### config.mk
export PLATFORM = sky130hd
export DESIGN_NAME = spm_queue
export DESIGN_NICKNAME = d
export VERILOG_FILES = /design/src/rtl/spm_pkg.sv /design/src/rtl/spm_queue.sv
export SDC_FILE = /design/constraint.sdc
export NUM_CORES = 1
export LEC_CHECK = 0
export BUFFER_PORTS_ARGS = -buffer_cell sky130_fd_sc_hd__buf_2
export CAP_MARGIN = 10
export CORE_MARGIN = 2
export CORE_UTILIZATION = 35
export CTS_CLUSTER_DIAMETER = 80
export CTS_CLUSTER_SIZE = 10
export DETAILED_ROUTE_END_ITERATION = 10
export PLACE_DENSITY_LB_ADDON = 0.25
export RECOVER_POWER = 100
export SLEW_MARGIN = 40
export SYNTH_ARGS = -nofsm -noshare
export SYNTH_HDL_FRONTEND = slang
export SYNTH_SLANG_ARGS = --single-unit
### constraint.sdc
create_clock -name clk_i -period 8.1 [get_ports clk_i]
set_input_delay 0.405 -clock clk_i [delete_from_list [all_inputs] [get_ports clk_i]]
set_output_delay 0.405 -clock clk_i [all_outputs]
set_load 0.01 [all_outputs]
### src/rtl/spm_pkg.sv
// Shared types and constants of the surround panning mixer.
`timescale 1ns / 1ps
package spm_pkg;

  localparam int SmpW     = 16;  // Q1.15 source sample
  localparam int MonoW    = 17;  // mono in Q.16, no loss
  localparam int VolW     = 16;  // Q4.12 volume
  localparam int PanW     = 17;  // Q2.15 pan
  localparam int GainW    = 16;  // Q.15 gain, 0..32768
  localparam int WgtW     = 21;  // weighted sample, Q.15
  localparam int AccW     = 32;  // channel, mono and filter sums
  localparam int OutW     = 19;  // Q4.15 output
  localparam int CoefW    = 15;  // Q0.15 filter alpha
  localparam int CfgIdxW  = 1;
  localparam int CfgDataW = 15;

  localparam logic [GainW-1:0] Unity = 16'd32768;

  typedef enum logic [CfgIdxW-1:0] {
    CFG_LFE_COEF = 1'b0,
    CFG_CLAMP_EN = 1'b1
  } cfg_idx_e;

  // One classified beat as it sits in the queue.
  typedef struct packed {
    logic signed [MonoW-1:0] mono;
    logic [VolW-1:0]         volume;
    logic [GainW-1:0]        gain_l;
    logic [GainW-1:0]        gain_r;
    logic [GainW-1:0]        gain_c;
    logic [GainW-1:0]        gain_ls;
    logic [GainW-1:0]        gain_rs;
    logic                    sample_valid;
    logic                    end_of_frame;
    logic                    restart_filter;
  } spm_item_t;

  typedef struct packed {
    logic full;
    logic empty;
  } spm_q_stat_t;

  typedef struct packed {
    logic emit;   // output register loaded this cycle
    logic busy;   // back end holds an item
  } spm_bk_stat_t;

endpackage

### src/rtl/spm_queue.sv
// Short FIFO of classified beats between front and back end.
`timescale 1ns / 1ps
module spm_queue import spm_pkg::*; #(
  parameter int Depth = 2
) (
  input  logic         clk_i,
  input  logic         rst_ni,
  input  logic         push_i,
  input  spm_item_t    item_i,
  input  logic         pop_i,
  output spm_item_t    item_o,
  output spm_q_stat_t  stat_o
);

  localparam int PtrW = $clog2(Depth);
  localparam int CntW = $clog2(Depth + 1);

  spm_item_t       slot_q [Depth];
  logic [PtrW-1:0] wr_ptr_q, rd_ptr_q;
  logic [CntW-1:0] cnt_q;

  function automatic logic [PtrW-1:0] nxt(input logic [PtrW-1:0] p);
    return (p == PtrW'(Depth - 1)) ? '0 : p + PtrW'(1);
  endfunction

  assign item_o       = slot_q[rd_ptr_q];
  assign stat_o.full  = (cnt_q == CntW'(Depth));
  assign stat_o.empty = (cnt_q == '0);

  always_ff @(posedge clk_i or negedge rst_ni) begin
    if (!rst_ni) begin
      wr_ptr_q <= '0;
      rd_ptr_q <= '0;
      cnt_q    <= '0;
    end else begin
      if (push_i) begin
        wr_ptr_q <= nxt(wr_ptr_q);
      end
      if (pop_i) begin
        rd_ptr_q <= nxt(rd_ptr_q);
      end
      if (push_i && !pop_i) begin
        cnt_q <= cnt_q + CntW'(1);
      end else if (pop_i && !push_i) begin
        cnt_q <= cnt_q - CntW'(1);
      end
    end
  end

  always_ff @(posedge clk_i) begin
    if (push_i) begin
      slot_q[wr_ptr_q] <= item_i;
    end
  end

endmodule

## Word level (Yosys, flattened, before mapping)

Memories as Yosys holds them, arrays and structs flattened.
Index checks and enable logic that the tools add are counted.

| storage, ports and cells | value |
|---|---|
| register bits | 4 |
| bits in latches | 0 |
| bits in writable memories | 232 |
| memory bits (read-only) | 0 |
| output and inout port bits | 118 |
| word-level logic and storage cells | 21 |
| memories kept | 1 |

| operators by class | value |
|---|---|
| add/subtract/negate cells | 4 |
| $mul | 0 |
| divide/modulo/power cells | 0 |
| magnitude comparators | 0 |
| equality and inequality tests | 1 |
| shifts and indexed selects | 0 |
| multiplexer cells | 6 |
| bitwise operators | 0 |
| reduce and logical (&&, ||, !) cells | 6 |

Memories:

| name | depth | width | rd ports | clocked after memory_dff | wr ports | line | RTL |
|---|---|---|---|---|---|---|---|
| slot_q | 2 | 116 | 1 | 0 | 1 | spm_queue.sv:18 | `spm_item_t slot_q [Depth];` |

Operator list:

| operator | count |
|---|---|
| $mux 1 | 4 |
| $mux 2 | 2 |
| $add 1x1->1 const B | 2 |
| $add 2x1->2 const B | 1 |
| $eq 2x2->1 const B | 1 |
| $logic_and 1x1->1 | 2 |
| $logic_not 1->1 | 2 |
| $logic_not 2->1 | 1 |
| $reduce_bool 2->1 | 1 |
| $sub 2x1->2 const B | 1 |

## Logic depth before layout (Yosys ltp)

| logic depth | value |
|---|---|
| depth in word-level cells | 4 |
| mapped depth | 5 |

## Worst setup path after synthesis

No wires, ideal clock.

| timing | value |
|---|---|
| kind | register -> register |
| start | reg wr_ptr_q |
| end | mem slot_q[0][0] (netlist bit) (enable) |
| arrival time | 5531 ps |
| data required time | 7494 ps |
| setup slack | 1963 ps |
| stages on the path, launching flop included | 2 |
| period minus slack after synthesis | 6137 ps |
| cells stage by stage | dfrtp_1 -> nor2b_1 |

RTL lines:

| item | line | RTL |
|---|---|---|
| from (decl) | spm_queue.sv:19 | `logic [PtrW-1:0] wr_ptr_q, rd_ptr_q;` |
| from (signal assigned) | spm_queue.sv:37 | `wr_ptr_q <= nxt(wr_ptr_q);` |
| to (decl) | spm_queue.sv:18 |  |

Straight into the memory's write port.

## Final worst setup path

| timing | value |
|---|---|
| start | reg wr_ptr_q |
| end | mem slot_q[1][26] (netlist bit) (enable) |

Straight into the memory's write port.

==> results_dict.tcl <==
set metrics [dict create \
    grtUsageTotal_pct 12.41 \
    grt_pass1_wl_um 25300 \
    required_ps 8250 \
    antenna_found_initial 2 \
    cpMaxStageDelayCell "clkbuf_1" \
    htree_num_levels 1 \
    ys_warn_count 0 \
    rows 57 \
    core-area_um2 24320 \
    critPathArrivalTime_ps 4730 \
    report.final.slew_viol_count 131 \
    cts_buffers 27 \
    cpPeakStageDelay_ps 1750 \
    clockRootBuffer "clkbuf_16" \
    first_pass_iters 4 \
    via_count 4372 \
    cp-start-kind "flop" \
    failed_checks "capacitance limit, slew limit" \
    ant_nets 0 \
    crit_cells 3 \
    final_area_um2 10700 \
    hold_path_depth 1 \
    routed_wl_um 16720 \
    netlist_instances 377 \
    fin_skew_ps 8.303 \
    final_common_cell "edfxtp_1" \
    route.detailed.drc 0 \
    irDropWorstVdd_v 0.0001863 \
    ctsResizeCount 0 \
    synth-seq-cells 236 \
    clkTransAtPathRegs_ps 60 \
    start_util_pct 35.64 \
    crit_buf_inv 2 \
    drt_iter0_markers 189 \
    path_max_fanout 57 \
    tns_ps 0 \
    clock_sinks 236 \
    grt_max_degree 61 \
    nets 758 \
    synth.yosys.seq_area_share_pct 81.52 \
    yosysUniqueCellTypes 13 \
    grt_pass1_vias 4838 \
    synth_area_um2 8668 \
    hp-class "in -> reg" \
    reg2regPathDepth 3 \
    rsz0062_at_grt "false" \
    max_slew_margin_pct -130.4 \
    layout_common_cells "232 x edfxtp_1, 165 x clkbuf_1, 86 x buf_2" \
    via_per_inst 4.484 \
    synth_nets 498 \
    ios 238 \
    die_area_um2 26040 \
    cp_top_family "buffers and inverters" \
    p_leak_nw 3.652 \
    finalCritPeriodShare_pct 56.51 \
    syn_area_per_cell_um2 22.99 \
    dieWidth_um 161.4 \
    clk_path_buf_depth 3 \
    areaGrowthSynthToFinish_pct 23.48 \
    worstMarginPinSlew_ps 3456 \
    postPlaceCellArea_um2 10230 \
    cts_tree "yes" \
    setup_viol 0 \
    maxCapViolations 3 \
    hpwl_um 10860 \
    status "finished, violations left" \
    fmax_mhz 218.5 \
    p_per_area_nw_per_um2 349.1 \
    worstSetupPathType "reg -> reg" \
    wire_per_inst_um 17.15 \
    gp_congestion 0.7240 \
    worst_setup_path_end_kind "flop" \
    die_y_um 161.4 \
    crit_chain "and2_0, clkbuf_1, buf_4" \
    drive_gt1_share_pct 31.28 \
    clk_latency_ps 530 \
    grt-ovfl-total 0 \
    io_buffers 237 \
    fin_crit_ps 4578 \
    hold_viol_final 0 \
]
per-layer routing:
metal	share of wire, %	global-route usage, %	vias up
met5	0.066	0	-
met4	3.5	4.586	2
met3	11	5.752	40
met2	46	20.24	192
met1	39	14.36	2121
li1	-	-	2017
final timing paths:
check | start | endpoint | slack [ps]
max in group asynchronous | rst_ni | wr_ptr_q | 7670
min in group asynchronous | rst_ni | cnt_q[1] | 250
worst min register to register | cnt_q[1] | cnt_q[1] | 490
worst min-delay path | item_i[15] | slot_q[1][15] | 60
worst max register to register | wr_ptr_q | slot_q[1][26] | 3520
worst max-delay path | wr_ptr_q | slot_q[1][26] | 3520
power by group:
group	switching, mW	total, mW	internal (mW)
sequential	0.0875	1.72	1.63
clock	0.436	1.08	0.642
combinational	0.540	0.940	0.400
total	1.06	3.74	2.67
per-stage QoR:
step / instances / util, % / total power [mW] / hold slack (ps) / worst slack [ps]
after global placement: 929 / 41.97 / 2.782 / 212.2 / 5320
after global routing: 973 / 43.99 / 3.937 / 34.32 / 3052
after detailed placement: 930 / 42.05 / 2.820 / 214.7 / 5507
after floorplan: 377 / - / 2.452 / 109.4 / 1963
final: 975 / 44.01 / 3.737 / 60.64 / 3522
after CTS: 972 / 45.26 / 3.916 / 31.07 / 5004
cell usage after synthesis:
| master | count | share of area [%] |
|---|---|---|
| edfxtp_1 | 232 | 80 |
| nor2_1 | 2 | 0.087 |
| buf_6 | 5 | 0.65 |
| xnor2_1 | 1 | 0.10 |
| nor2b_1 | 2 | 0.14 |
| inv_1 | 1 | 0.043 |
| xor2_1 | 4 | 0.40 |
| ha_1 | 1 | 0.14 |
| buf_2 | 8 | 0.46 |
| dfrtp_1 | 4 | 1.2 |
| mux2_4 | 30 | 5.2 |
| and2_1 | 1 | 0.072 |
| mux2_2 | 86 | 11 |
flip-flops by register name, indices dropped and copies added (netlist names):
name,count
wr_ptr_q,1
slot_q,232
rd_ptr_q,1
cnt_q,2
cell type report:
class / instances / area (um2)
multi-input cells: 127 / 1404
clock buffers: 39 / 720.7
clock inverters: 2 / 50.05
inverters: 1 / 3.754
flip-flops and latches: 236 / 7067
repair buffers: 244 / 1049
fillers: 2235 / 13620
well taps: 324 / 405.4
diodes: 2 / 5.005
timing repair:
action | in CTS | in global routing
hold endpoints to repair | 4 | 0
hold buffers | 1 | 0
setup buffers | 0 | 0
cells by family (layout without fill, tap and decap cells):
group / after synthesis / in the layout / synth area share [%]
fa+ha+maj: 1 / 1 / 0.1443
buf+inv: 14 / 286 / 1.155
xor+xnor: 5 / 5 / 0.5052
mux: 116 / 116 / 16.37
flops: 236 / 236 / 81.52
other cells: 0 / 2 / 0
simple gates: 5 / 5 / 0.3032
(Power assumes the default switching activity.)
