### src/rtl/spm_pkg.sv
// Shared types and constants of the surround panning mixer.
`timescale 1ns / 1ps
package spm_pkg;

  localparam int SmpW     = 16;  // Q1.15 source sample
  localparam int MonoW    = 17;  // mono in Q.16, no loss
  localparam int VolW     = 16;  // Q4.12 volume
  localparam int PanW     = 17;  // Q2.15 pan
  localparam int GainW    = 16;  // Q.15 gain, 0..32768
  localparam int WgtW     = 21;  // weighted sample, Q.15
  localparam int AccW     = 32;  // channel, mono and filter sums
  localparam int OutW     = 19;  // Q4.15 output
  localparam int CoefW    = 15;  // Q0.15 filter alpha
  localparam int CfgIdxW  = 1;
  localparam int CfgDataW = 15;

  localparam logic [GainW-1:0] Unity = 16'd32768;

  typedef enum logic [CfgIdxW-1:0] {
    CFG_LFE_COEF = 1'b0,
    CFG_CLAMP_EN = 1'b1
  } cfg_idx_e;

  // One classified beat as it sits in the queue.
  typedef struct packed {
    logic signed [MonoW-1:0] mono;
    logic [VolW-1:0]         volume;
    logic [GainW-1:0]        gain_l;
    logic [GainW-1:0]        gain_r;
    logic [GainW-1:0]        gain_c;
    logic [GainW-1:0]        gain_ls;
    logic [GainW-1:0]        gain_rs;
    logic                    sample_valid;
    logic                    end_of_frame;
    logic                    restart_filter;
  } spm_item_t;

  typedef struct packed {
    logic full;
    logic empty;
  } spm_q_stat_t;

  typedef struct packed {
    logic emit;   // output register loaded this cycle
    logic busy;   // back end holds an item
  } spm_bk_stat_t;

endpackage

### src/rtl/spm_if.sv
// Input and output stream interfaces of the surround panning mixer.
`timescale 1ns / 1ps
interface spm_in_if import spm_pkg::*; ();
  logic                   valid;
  logic                   ready;
  logic signed [SmpW-1:0] sample_left;
  logic signed [SmpW-1:0] sample_right;
  logic                   stereo;
  logic [VolW-1:0]        volume;
  logic signed [PanW-1:0] pan;
  logic                   sample_valid;
  logic                   end_of_frame;
  logic                   restart_filter;

  modport source (
    output valid, sample_left, sample_right, stereo, volume, pan,
           sample_valid, end_of_frame, restart_filter,
    input  ready
  );
  modport sink (
    input  valid, sample_left, sample_right, stereo, volume, pan,
           sample_valid, end_of_frame, restart_filter,
    output ready
  );
endinterface


### src/rtl/spm_front.sv
// Front end: takes input beats, forms mono and the pan gains, pushes to the queue.
`timescale 1ns / 1ps
module spm_front import spm_pkg::*; (
  spm_in_if.sink     smp_i,
  input  logic       q_full_i,
  output logic       push_o,
  output spm_item_t  item_o
);

  logic signed [PanW-1:0] pan_c;
  logic signed [PanW-1:0] pan_neg;
  logic [GainW-1:0]       mag;

  assign smp_i.ready = !q_full_i;
  assign push_o      = smp_i.valid && !q_full_i;

  always_comb begin
    // clamp pan to -1.0..+1.0
    if (smp_i.pan < -PanW'(32768)) begin
      pan_c = -PanW'(32768);
    end else if (smp_i.pan > PanW'(32768)) begin
      pan_c = PanW'(32768);
    end else begin
      pan_c = smp_i.pan;
    end
    pan_neg = -pan_c;
    mag     = pan_c[PanW-1] ? pan_neg[GainW-1:0] : pan_c[GainW-1:0];

    item_o.mono = smp_i.stereo
        ? (MonoW'(smp_i.sample_left) + MonoW'(smp_i.sample_right))
        : {smp_i.sample_left, 1'b0};
    item_o.volume         = smp_i.volume;
    item_o.sample_valid   = smp_i.sample_valid;
    item_o.end_of_frame   = smp_i.end_of_frame;
    item_o.restart_filter = smp_i.restart_filter;

    item_o.gain_l  = '0;
    item_o.gain_r  = '0;
    item_o.gain_ls = '0;
    item_o.gain_rs = '0;
    item_o.gain_c  = Unity - mag;
    if (pan_c[PanW-1]) begin
      item_o.gain_l  = Unity;
      item_o.gain_ls = mag;
    end else if (pan_c != '0) begin
      item_o.gain_r  = Unity;
      item_o.gain_rs = mag;
    end
  end

endmodule

### src/flat_wrapper.sv
// flat-port wrapper written by rule: the top's interface ports become plain ports
module spm_front_flat import spm_pkg::*;
  (q_full_i, push_o, item_o, smp_i_valid, smp_i_sample_left, smp_i_sample_right, smp_i_stereo, smp_i_volume, smp_i_pan, smp_i_sample_valid, smp_i_end_of_frame, smp_i_restart_filter, smp_i_ready);
  spm_in_if smp_i_i ();
  input  logic q_full_i;
  output logic push_o;
  output spm_item_t item_o;
  input wire logic [$bits(smp_i_i.valid)-1:0] smp_i_valid;
  input wire logic [$bits(smp_i_i.sample_left)-1:0] smp_i_sample_left;
  input wire logic [$bits(smp_i_i.sample_right)-1:0] smp_i_sample_right;
  input wire logic [$bits(smp_i_i.stereo)-1:0] smp_i_stereo;
  input wire logic [$bits(smp_i_i.volume)-1:0] smp_i_volume;
  input wire logic [$bits(smp_i_i.pan)-1:0] smp_i_pan;
  input wire logic [$bits(smp_i_i.sample_valid)-1:0] smp_i_sample_valid;
  input wire logic [$bits(smp_i_i.end_of_frame)-1:0] smp_i_end_of_frame;
  input wire logic [$bits(smp_i_i.restart_filter)-1:0] smp_i_restart_filter;
  output wire logic [$bits(smp_i_i.ready)-1:0] smp_i_ready;
  assign smp_i_i.valid = smp_i_valid;
  assign smp_i_i.sample_left = smp_i_sample_left;
  assign smp_i_i.sample_right = smp_i_sample_right;
  assign smp_i_i.stereo = smp_i_stereo;
  assign smp_i_i.volume = smp_i_volume;
  assign smp_i_i.pan = smp_i_pan;
  assign smp_i_i.sample_valid = smp_i_sample_valid;
  assign smp_i_i.end_of_frame = smp_i_end_of_frame;
  assign smp_i_i.restart_filter = smp_i_restart_filter;
  assign smp_i_ready = smp_i_i.ready;
  spm_front u_core (.smp_i(smp_i_i), .q_full_i(q_full_i), .push_o(push_o), .item_o(item_o));
endmodule
### config.mk
export PLATFORM = sky130hd
export DESIGN_NAME = spm_front_flat
export DESIGN_NICKNAME = d
export VERILOG_FILES = /design/src/rtl/spm_pkg.sv /design/src/rtl/spm_if.sv /design/src/rtl/spm_front.sv /design/src/flat_wrapper.sv
export SDC_FILE = /design/constraint.sdc
export NUM_CORES = 1
export LEC_CHECK = 0
export BUFFER_PORTS_ARGS = -buffer_cell sky130_fd_sc_hd__buf_2
export CORE_MARGIN = 3
export CORE_UTILIZATION = 47
export DETAILED_ROUTE_END_ITERATION = 12
export PLACE_DENSITY = 0.95
export SETUP_SLACK_MARGIN = 0.4
export SYNTH_ARGS = -nofsm -noshare
export SYNTH_HDL_FRONTEND = slang
export SYNTH_SLANG_ARGS = --single-unit
### constraint.sdc
create_clock -name vclk -period 11.25
set_clock_uncertainty 0.2 [all_clocks]
set_input_delay 1.125 -clock vclk [all_inputs]
set_output_delay 1.125 -clock vclk [all_outputs]
set_load 0.1 [all_outputs]
### Word level (Yosys, flattened, before mapping)

Index checks and enable logic that the tools add are counted.

* output and inout port bits: 118
* word-level logic and storage cells: 18
* flip-flop bits (word level): 0
* input bits: 71

* reductions and logical operators: 3
* mux-type cells: 10
* $add $sub $neg: 3
* magnitude comparators: 2

Operators by type and width (count)
* $mux 16: 7
* $mux 17: 3
* $add 16x16->17: 1
* $gt 17x17->1 const B: 1
* $lt 17x16->1 const B: 1
* $reduce_bool 17->1: 1
* $neg 16->16: 1
* $sub 16x16->16 const A: 1
* $logic_and 1x1->1: 1
* $logic_not 1->1: 1

### Longest topological paths before layout

Gate-level depths: netlist (run 1).

* depth after elaboration: 7
* depth in mapped cells: 18
* gate-level depth less buffers: 16

### Worst setup path before layout (run 1)

Ideal clock, no wire load.

* path kind: input -> output
* from: in smp_i_pan[4]
* to: out item_o[10] (netlist name)
* required time: 9.925 ns
* path slack: 2.919 ns
* stages: 13
* path buffers: 4
* data arrival time: 7.006 ns
* cells stage by stage: buf_6 > or4_4 > buf_6 > nor4_4 > a21o_1 > and3_1 > inv_1 > ha_1 > clkbuf_1 > buf_1 > o31a_1 > a31oi_1 > and3_1

RTL lines
* from (decl): RTL line flat_wrapper.sv:13 `input wire logic [$bits(smp_i_i.pan)-1:0] smp_i_pan;`
* to (decl): RTL line flat_wrapper.sv:7 `output spm_item_t item_o;`

==> impl_summary.log, run 1 <==
INFO  metric ys_seq_area_share = 0%
INFO  metric crit_path_top_delay_cell = sky130_fd_sc_hd__or4_4
INFO  metric placement.io_buffers = approximately 120
INFO  metric fin_crit = just over 7000 ps
INFO  metric area.sequential = 0 um^2
INFO  metric routed_wl = 8210 um
INFO  metric cells_along_the_critical_path = buf_2, or4_4, nor4_4, a21o_1, and3_1, inv_1, ha_1, and4b_1, o21bai_1, a222oi_1, a31oi_1, nor4b_4, and4b_1, xnor2_1, buf_2
INFO  metric synth.top_cells.by_area = sky130_fd_sc_hd__buf_4 (14%), sky130_fd_sc_hd__ha_1 (8.3%), sky130_fd_sc_hd__a21oi_1 (5.2%), sky130_fd_sc_hd__xnor2_1 (5.2%), sky130_fd_sc_hd__nor2_1 (3.9%)
INFO  metric critical_path.n_buffers_inverters = 3
INFO  metric finalHoldViolations = 0
INFO  metric first_global_vias = just under 3000
INFO  metric totalPowerFinal = between 0.3 and 0.4 mW
INFO  metric grt_setup_unrepaired = false
INFO  metric status = finished, final reports clean
INFO  metric layout.sequential_cells = 0
INFO  metric die_y = a little over 80 um
INFO  metric grt.overflow.total = 0
INFO  metric drc = 0
INFO  metric core_area = between 5000 and 6000 um^2
INFO  metric cp_top_family = simple AND/OR/NAND/NOR gates
INFO  metric drt_pass1_iterations = 5
INFO  metric drt_iter0_drc = 261
INFO  metric cts_hold_repair.buffers = 0
INFO  metric grtUsageTotal = 23.1%
INFO  metric antenna_cells_inserted = 0
INFO  metric cts_setup_buffers = 0
INFO  metric slew_viol_final = 0
INFO  metric start_util = between 40 and 50%
INFO  metric clkPwrFrac = 0%
INFO  metric timing.critical_path.from_type = input pin
INFO  metric worstSetupPathType = input pin to output port
INFO  metric critPathArrivalTime = a little under 6000 ps
INFO  metric yosys.cell_count.top_type = sky130_fd_sc_hd__buf_4
INFO  metric post_drt_via_cell_ratio = 5.92
INFO  metric largest_net_degree_at_the_start_of_global_routing = 33
INFO  metric final.setup.tns = 0 ps
INFO  metric mappedNetlistArea = around 2700 um^2
INFO  metric hpwl = 6700 um
INFO  metric antenna_found_initial = 0
INFO  metric critPathCaptureType = output port
INFO  metric vias = 3311
INFO  metric synth_cell_type_count = 62
INFO  metric power-per-cell-area = 122 nW/um^2
INFO  metric pin_count = between 150 and 200
INFO  metric max-cap-violations = 0
INFO  metric layout_cell_share_with_drive_strength_beyond_1 = about 30%
INFO  metric core.rowCount = 27
INFO  metric vdd_drop_max = between 100 and 150 uV
INFO  metric total_nets_final = 579
INFO  metric slew_headroom = between 50% and 60%
INFO  metric synthDominantAreaCellType = sky130_fd_sc_hd__buf_4
INFO  metric ys_top_cells_by_count = sky130_fd_sc_hd__buf_4 (49), sky130_fd_sc_hd__a21oi_1 (28), sky130_fd_sc_hd__nor2_1 (28)
INFO  metric max_freq = between 100 and 150 MHz
INFO  metric holdCritPathClass = input pin to output port
INFO  metric power.static_leakage = 1.58 nW
INFO  metric place.gp.congestion = between 0.8 and 0.9
INFO  metric groute.layer.met2.usage = about two fifths
INFO  metric worst_slew_pin_slew = 666 ps
INFO  metric report.final.setup_viol = 0
INFO  metric horizontal_die_dimension = slightly above 80 um
INFO  metric post_synth_inst_count = between 400 and 500
INFO  metric cts_resized = 0
INFO  metric swShare = about four fifths
INFO  metric power.internal = approximately 0.07 mW
INFO  metric final_antenna_net_count = 0
INFO  metric combinationalPowerShare = 100.0%
INFO  metric worst_path_largest_cell_delay = just over 600 ps
INFO  metric wire_per_inst = ~15 um
INFO  metric final.period_utilization = between 60% and 70%
INFO  metric p_seq_share = 0%
INFO  metric grt.busiest_layer = met2
INFO  metric wire_length_of_the_first_global_routing_pass = between 10000 and 15000 um
INFO  metric yosysWarningCount = 0
INFO  metric global_route.usage.met3 = 4.06%
INFO  metric design.die.area = about 6700 um^2
INFO  metric use_met1 = between 20% and 30%
INFO  metric netlist.area_leader.share = a little over an eighth
INFO  metric layout.clock_buffers = 0
INFO  metric post_synth.cell_area_avg = roughly 6.6 um^2
INFO  metric worst_hold_slack = approximately 2000 ps
INFO  metric power_switching = 0.304 mW
INFO  metric timing.critical_path.required = ~9900 ps
INFO  metric area_delta_synth_final = 12.4%
INFO  metric path_max_fanout = 20
## per-stage QoR
| stage | utilization, % | cell area [um^2] | instances | setup WS, ps |
|---|---|---|---|---|
| 2_1_floorplan | - | 2820 | 438 | 2920 |
| 3_3_place_gp | 54.9 | 3040 | 559 | 4400 |
| 3_5_place_dp | 54.9 | 3040 | 559 | 4190 |
| 4_1_cts | 54.9 | 3040 | 559 | 4190 |
| 5_1_grt | 54.9 | 3040 | 559 | 3790 |
| 6_report | 54.9 | 3040 | 559 | 4110 |
## logic make-up (layout without fill, tap and decap cells)
group | after synthesis | count (layout) | synth area share (%)
buf+inv | 95 | 144 | 20.5
fa+ha+maj | 19 | 19 | 9.05
compound gates | 115 | 115 | 28.5
simple gates | 145 | 145 | 29.9
other cells | 1 | 30 | 0.138
xor+xnor | 23 | 23 | 7.44
mux | 11 | 11 | 4.43
## area by class of cell
class / instances / area [um^2]
fillers: 509 / 2500
multi-input cells: 343 / 2260
repair buffers: 121 / 606
well taps: 72 / 90.1
inverters: 23 / 86.3
## final timing paths
| check | depth (start not counted) | start | end |
|---|---|---|---|
| max | 15 | smp_i_pan[2] | item_o[50] |
| min | 0 | smp_i_restart_filter | item_o[0] |
## power groups by stage
| stage | Clock [mW] | Combinational, mW | Sequential, mW |
|---|---|---|---|
| 6_report | 0 | 0.372 | 0 |
| 5_1_grt | 0 | 0.390 | 0 |
| 4_1_cts | 0 | 0.370 | 0 |
| 3_5_place_dp | 0 | 0.369 | 0 |
| 3_3_place_gp | 0 | 0.365 | 0 |
| 2_1_floorplan | 0 | 0.358 | 0 |
## layout by cell type, fill, tap and decap left out, drive strengths merged, types with 4 or more instances in the layout
cell,synthesis,layout
nor3,16,16
a31oi,12,12
a21oi,29,29
and3,13,13
buf,54,121
nand2,26,26
xor2,7,7
mux2,8,8
or3,7,7
and2,10,10
ha,18,18
o21a,5,5
nand2b,5,5
o22ai,4,4
o21ai,15,15
nand3,4,4
or2,6,6
a21o,8,8
nor4,5,5
inv,23,23
a211oi,11,11
xnor2,16,16
nor2b,9,9
conb,1,30
nor2,28,28
a211o,4,4
o31ai,5,5
## per-layer routing
metal	wire, um	vias up
li1	-	1569
met3	945	32
met1	3090	1466
met5	0	-
met2	3920	244
met4	248	0
Power figures use the tool's default switching activity.
==> run 2, diff against run 1 <==
--- a/config.mk
+++ b/config.mk
@@ -7,9 +7,9 @@
 export LEC_CHECK = 0
 export BUFFER_PORTS_ARGS = -buffer_cell sky130_fd_sc_hd__buf_2
 export CORE_MARGIN = 3
-export CORE_UTILIZATION = 47
+export CORE_UTILIZATION = 44
 export DETAILED_ROUTE_END_ITERATION = 12
-export PLACE_DENSITY = 0.95
+export PLACE_DENSITY = 0.92
 export SETUP_SLACK_MARGIN = 0.4
 export SYNTH_ARGS = -nofsm -noshare
 export SYNTH_HDL_FRONTEND = slang
==> constraint.sdc (replaced) <==
create_clock -name vclk -period 6.7
set_clock_uncertainty 0.2 [all_clocks]
set_input_delay 0.67 -clock vclk [all_inputs]
set_output_delay 0.67 -clock vclk [all_outputs]
set_load 0.1 [all_outputs]
==> run 2 against run 1 <==
Net effect:
- non-clock buffer count rose by 3
- final cell count increased by 0.54%
- sequential share of layout area unchanged
- final area grew 5.7%
- hold slack worse by 910 ps
- combinational power is 72% higher
- setup slack got worse by 3500 ps
- utilization grew 1.1 points
- largest power group unchanged
- highest routed layer unchanged
- wire length rose by 3.9%
- count of clock-buffer cells in the layout unchanged
==> impl_summary.log, run 2 (synthesis gave the netlist of run 1 again) <==
INFO  metric status = finished, final reports clean (unchanged)
INFO  metric wire_length_of_the_first_global_routing_pass = 13400 um (was 12900 um)
INFO  metric worst_path_largest_cell_delay = 630 ps (was 620 ps)
INFO  metric path_max_fanout = 20 (unchanged)
INFO  metric largest_net_degree_at_the_start_of_global_routing = 32 (was 33)
INFO  metric post_drt_via_cell_ratio = 5.81 (was 5.92)
INFO  metric holdCritStartpoint = smp_i_volume[2] (was smp_i_restart_filter)
INFO  metric worst_hold_path.endpoint = item_o[85] (was item_o[0])
INFO  metric holdCritPathClass = input pin to output port (unchanged)
INFO  metric hold_depth = 0 (unchanged)
INFO  metric design.die.area = 7130 um^2 (was 6710 um^2)
INFO  metric power-per-cell-area = 199 nW/um^2 (was 122 nW/um^2)
INFO  metric numPlacedInstances = 562 (was 559)
INFO  metric worst_hold_slack = 1140 ps (was 2050 ps)
INFO  metric final_antenna_net_count = 0 (unchanged)
INFO  metric horizontal_die_dimension = 84.5 um (was 81.9 um)
INFO  metric critPathCaptureType = output port (unchanged)
INFO  metric critPathArrivalTime = 5190 ps (was 5820 ps)
INFO  metric slew_headroom = 52.8% (was 55.2%)
INFO  metric detail_route_met3_wl = 891 um (was 945 um)
INFO  metric core_area = 5740 um^2 (was 5540 um^2)
INFO  metric layout.cells.most_common_list = sky130_fd_sc_hd__buf_2 (119), sky130_fd_sc_hd__conb_1 (30), sky130_fd_sc_hd__nor2_1 (27), sky130_fd_sc_hd__a21oi_1 (27), sky130_fd_sc_hd__nand2_1 (26) (was sky130_fd_sc_hd__buf_2 (121), sky130_fd_sc_hd__conb_1 (30), sky130_fd_sc_hd__nor2_1 (28), sky130_fd_sc_hd__a21oi_1 (28), sky130_fd_sc_hd__nand2_1 (26))
INFO  metric total_nets_final = 582 (was 579)
INFO  metric hpwl = 6890 um (was 6700 um)
INFO  metric drc = 0 (unchanged)
INFO  metric final.setup.tns = 0 ps (unchanged)
INFO  metric drt_iter0_drc = 216 (was 261)
INFO  metric worstSetupPathType = input pin to output port (unchanged)
INFO  metric instances_no_fill = 562 (was 559)
INFO  metric total_length_of_routed_met2_wires = 4140 um (was 3920 um)
INFO  metric layout_cell_share_with_drive_strength_beyond_1 = 33.3% (was 29.4%)
INFO  metric start_util = 47.2% (was 48.9%)
INFO  metric antenna_found_initial = 0 (unchanged)
INFO  metric highest_layer = met4 (unchanged)
INFO  metric routed_wl = 8520 um (was 8210 um)
INFO  metric wirelength_met1 = 3320 um (was 3090 um)
INFO  metric cells_along_the_critical_path = buf_2, or4_4, nor4_4, a21o_1, and3_4, inv_1, ha_1, nand2_1, o31ai_1, a22o_1, o41ai_2, nand4b_1, nor3_4, xnor2_4, clkbuf_4 (was buf_2, or4_4, nor4_4, a21o_1, and3_1, inv_1, ha_1, and4b_1, o21bai_1, a222oi_1, a31oi_1, nor4b_4, and4b_1, xnor2_1, buf_2)
INFO  metric report.final.setup_viol = 0 (unchanged)
INFO  metric timing.critical_path.required = 5830 ps (was 9930 ps)
INFO  metric layout.sequential_cells = 0 (unchanged)
INFO  metric vias = 3265 (was 3311)
INFO  metric grtUsageTotal = 21.4% (was 23.1%)
INFO  metric pin_count = 189 (unchanged)
INFO  metric slew_viol_final = 0 (unchanged)
INFO  metric power.static_leakage = 1.64 nW (was 1.58 nW)
INFO  metric crit_path_top_delay_cell = sky130_fd_sc_hd__or4_4 (unchanged)
INFO  metric vdd_drop_max = 158 uV (was 122 uV)
INFO  metric finalHoldViolations = 0 (unchanged)
INFO  metric placement.io_buffers = 121 (unchanged)
INFO  metric drt_pass1_iterations = 5 (unchanged)
INFO  metric final.period_utilization = 90.5%
INFO  metric worst_slack = 639 ps (was 4110 ps)
INFO  metric max_freq = ~160 MHz
INFO  metric die_y = 84.5 um (was 81.9 um)
INFO  metric first_global_vias = 3027 (was 2939)
INFO  metric area_delta_synth_final = 18.8% (was 12.4%)
INFO  metric final_core_utilization = 56.0% (was 54.9%)
INFO  metric fillerInstances = 550 (was 509)
INFO  metric place.gp.congestion = 0.917 (was 0.898)
INFO  metric max-cap-violations = 0 (unchanged)
INFO  metric antenna_cells_inserted = 0 (unchanged)
INFO  metric preCtsSetupSlack = 324 ps (was 4190 ps)
INFO  metric area.sequential = 0 um^2 (unchanged)
INFO  metric grt.overflow.total = 0 (unchanged)
INFO  metric fin_crit = approximately 6100 ps
INFO  metric core.rowCount = 27 (unchanged)
INFO  metric timing.critical_path.from_type = input pin (unchanged)
INFO  metric layout.cells.most_common = sky130_fd_sc_hd__buf_2 (unchanged)
INFO  metric grt_setup_unrepaired = true (was false)
INFO  metric worst_slew_pin_slew = 704 ps (was 666 ps)
INFO  metric wire_per_inst = 15.2 um (was 14.7 um)
INFO  metric layout.clock_buffers = 0 (unchanged)
[run 2: power by group]
part / total (mW) / switching, mW / internal [mW] / leakage, nW
logic: 0.639 / 0.516 / 0.123 / 1.64
registers: 0 / 0 / 0 / 0
clock network: 0 / 0 / 0 / 0
total: 0.639 / 0.516 / 0.123 / 1.64
[run 2: metrics by stage]
step	cell area, um^2	power [mW]
2_1_floorplan	2940	0.612
3_3_place_gp	3190	0.625
3_5_place_dp	3190	0.632
4_1_cts	3200	0.634
5_1_grt	3220	0.667
6_report	3220	0.639
[run 2: final cells by class]
class / instances / area (um^2) / share of cell area, %
multi-input combinational: 343 / 2410 / 74.8
timing repair buffer: 124 / 633 / 19.7
tap: 72 / 90.1 / 2.80
inverter: 23 / 86.3 / 2.68
[run 2: metal layers]
layer  vias up  global-route usage, %
met5         -                      0
met4         0                   6.62
met3        24                   3.53
met2       205                   38.7
met1      1470                   25.8
li1       1566                      -
[run 2: timing repair]
| item | CTS | global route |
|---|---|---|
| gates resized for setup | 1 | 5 |
| hold buffers | 0 | 0 |
| buffers inserted | 0 | 0 |
| endpoints found under the hold margin | 0 | 0 |
| pin swaps | 0 | 0 |
| endpoints found under the setup margin | 1 | 3 |
[run 2: how the worst max path moves through the flow]
stage,from,cells after the start,to
2_1_floorplan,smp_i_pan[4],18,item_o[47]
3_3_place_gp,smp_i_pan[2],15,item_o[49]
3_5_place_dp,smp_i_pan[2],15,item_o[49]
4_1_cts,smp_i_pan[2],15,item_o[47]
5_1_grt,smp_i_pan[2],15,item_o[49]
6_report,smp_i_pan[2],15,item_o[49]
[run 2: critical path, delay by kind of cell]
family / cells / cell delay, ps
buffers and inverters: 3 / 580
adder cells (fa/ha/maj): 1 / 440
AND/OR/NAND/NOR: 6 / 2150
XOR/XNOR: 1 / 140
AO/OA/AOI/OAI: 4 / 1200
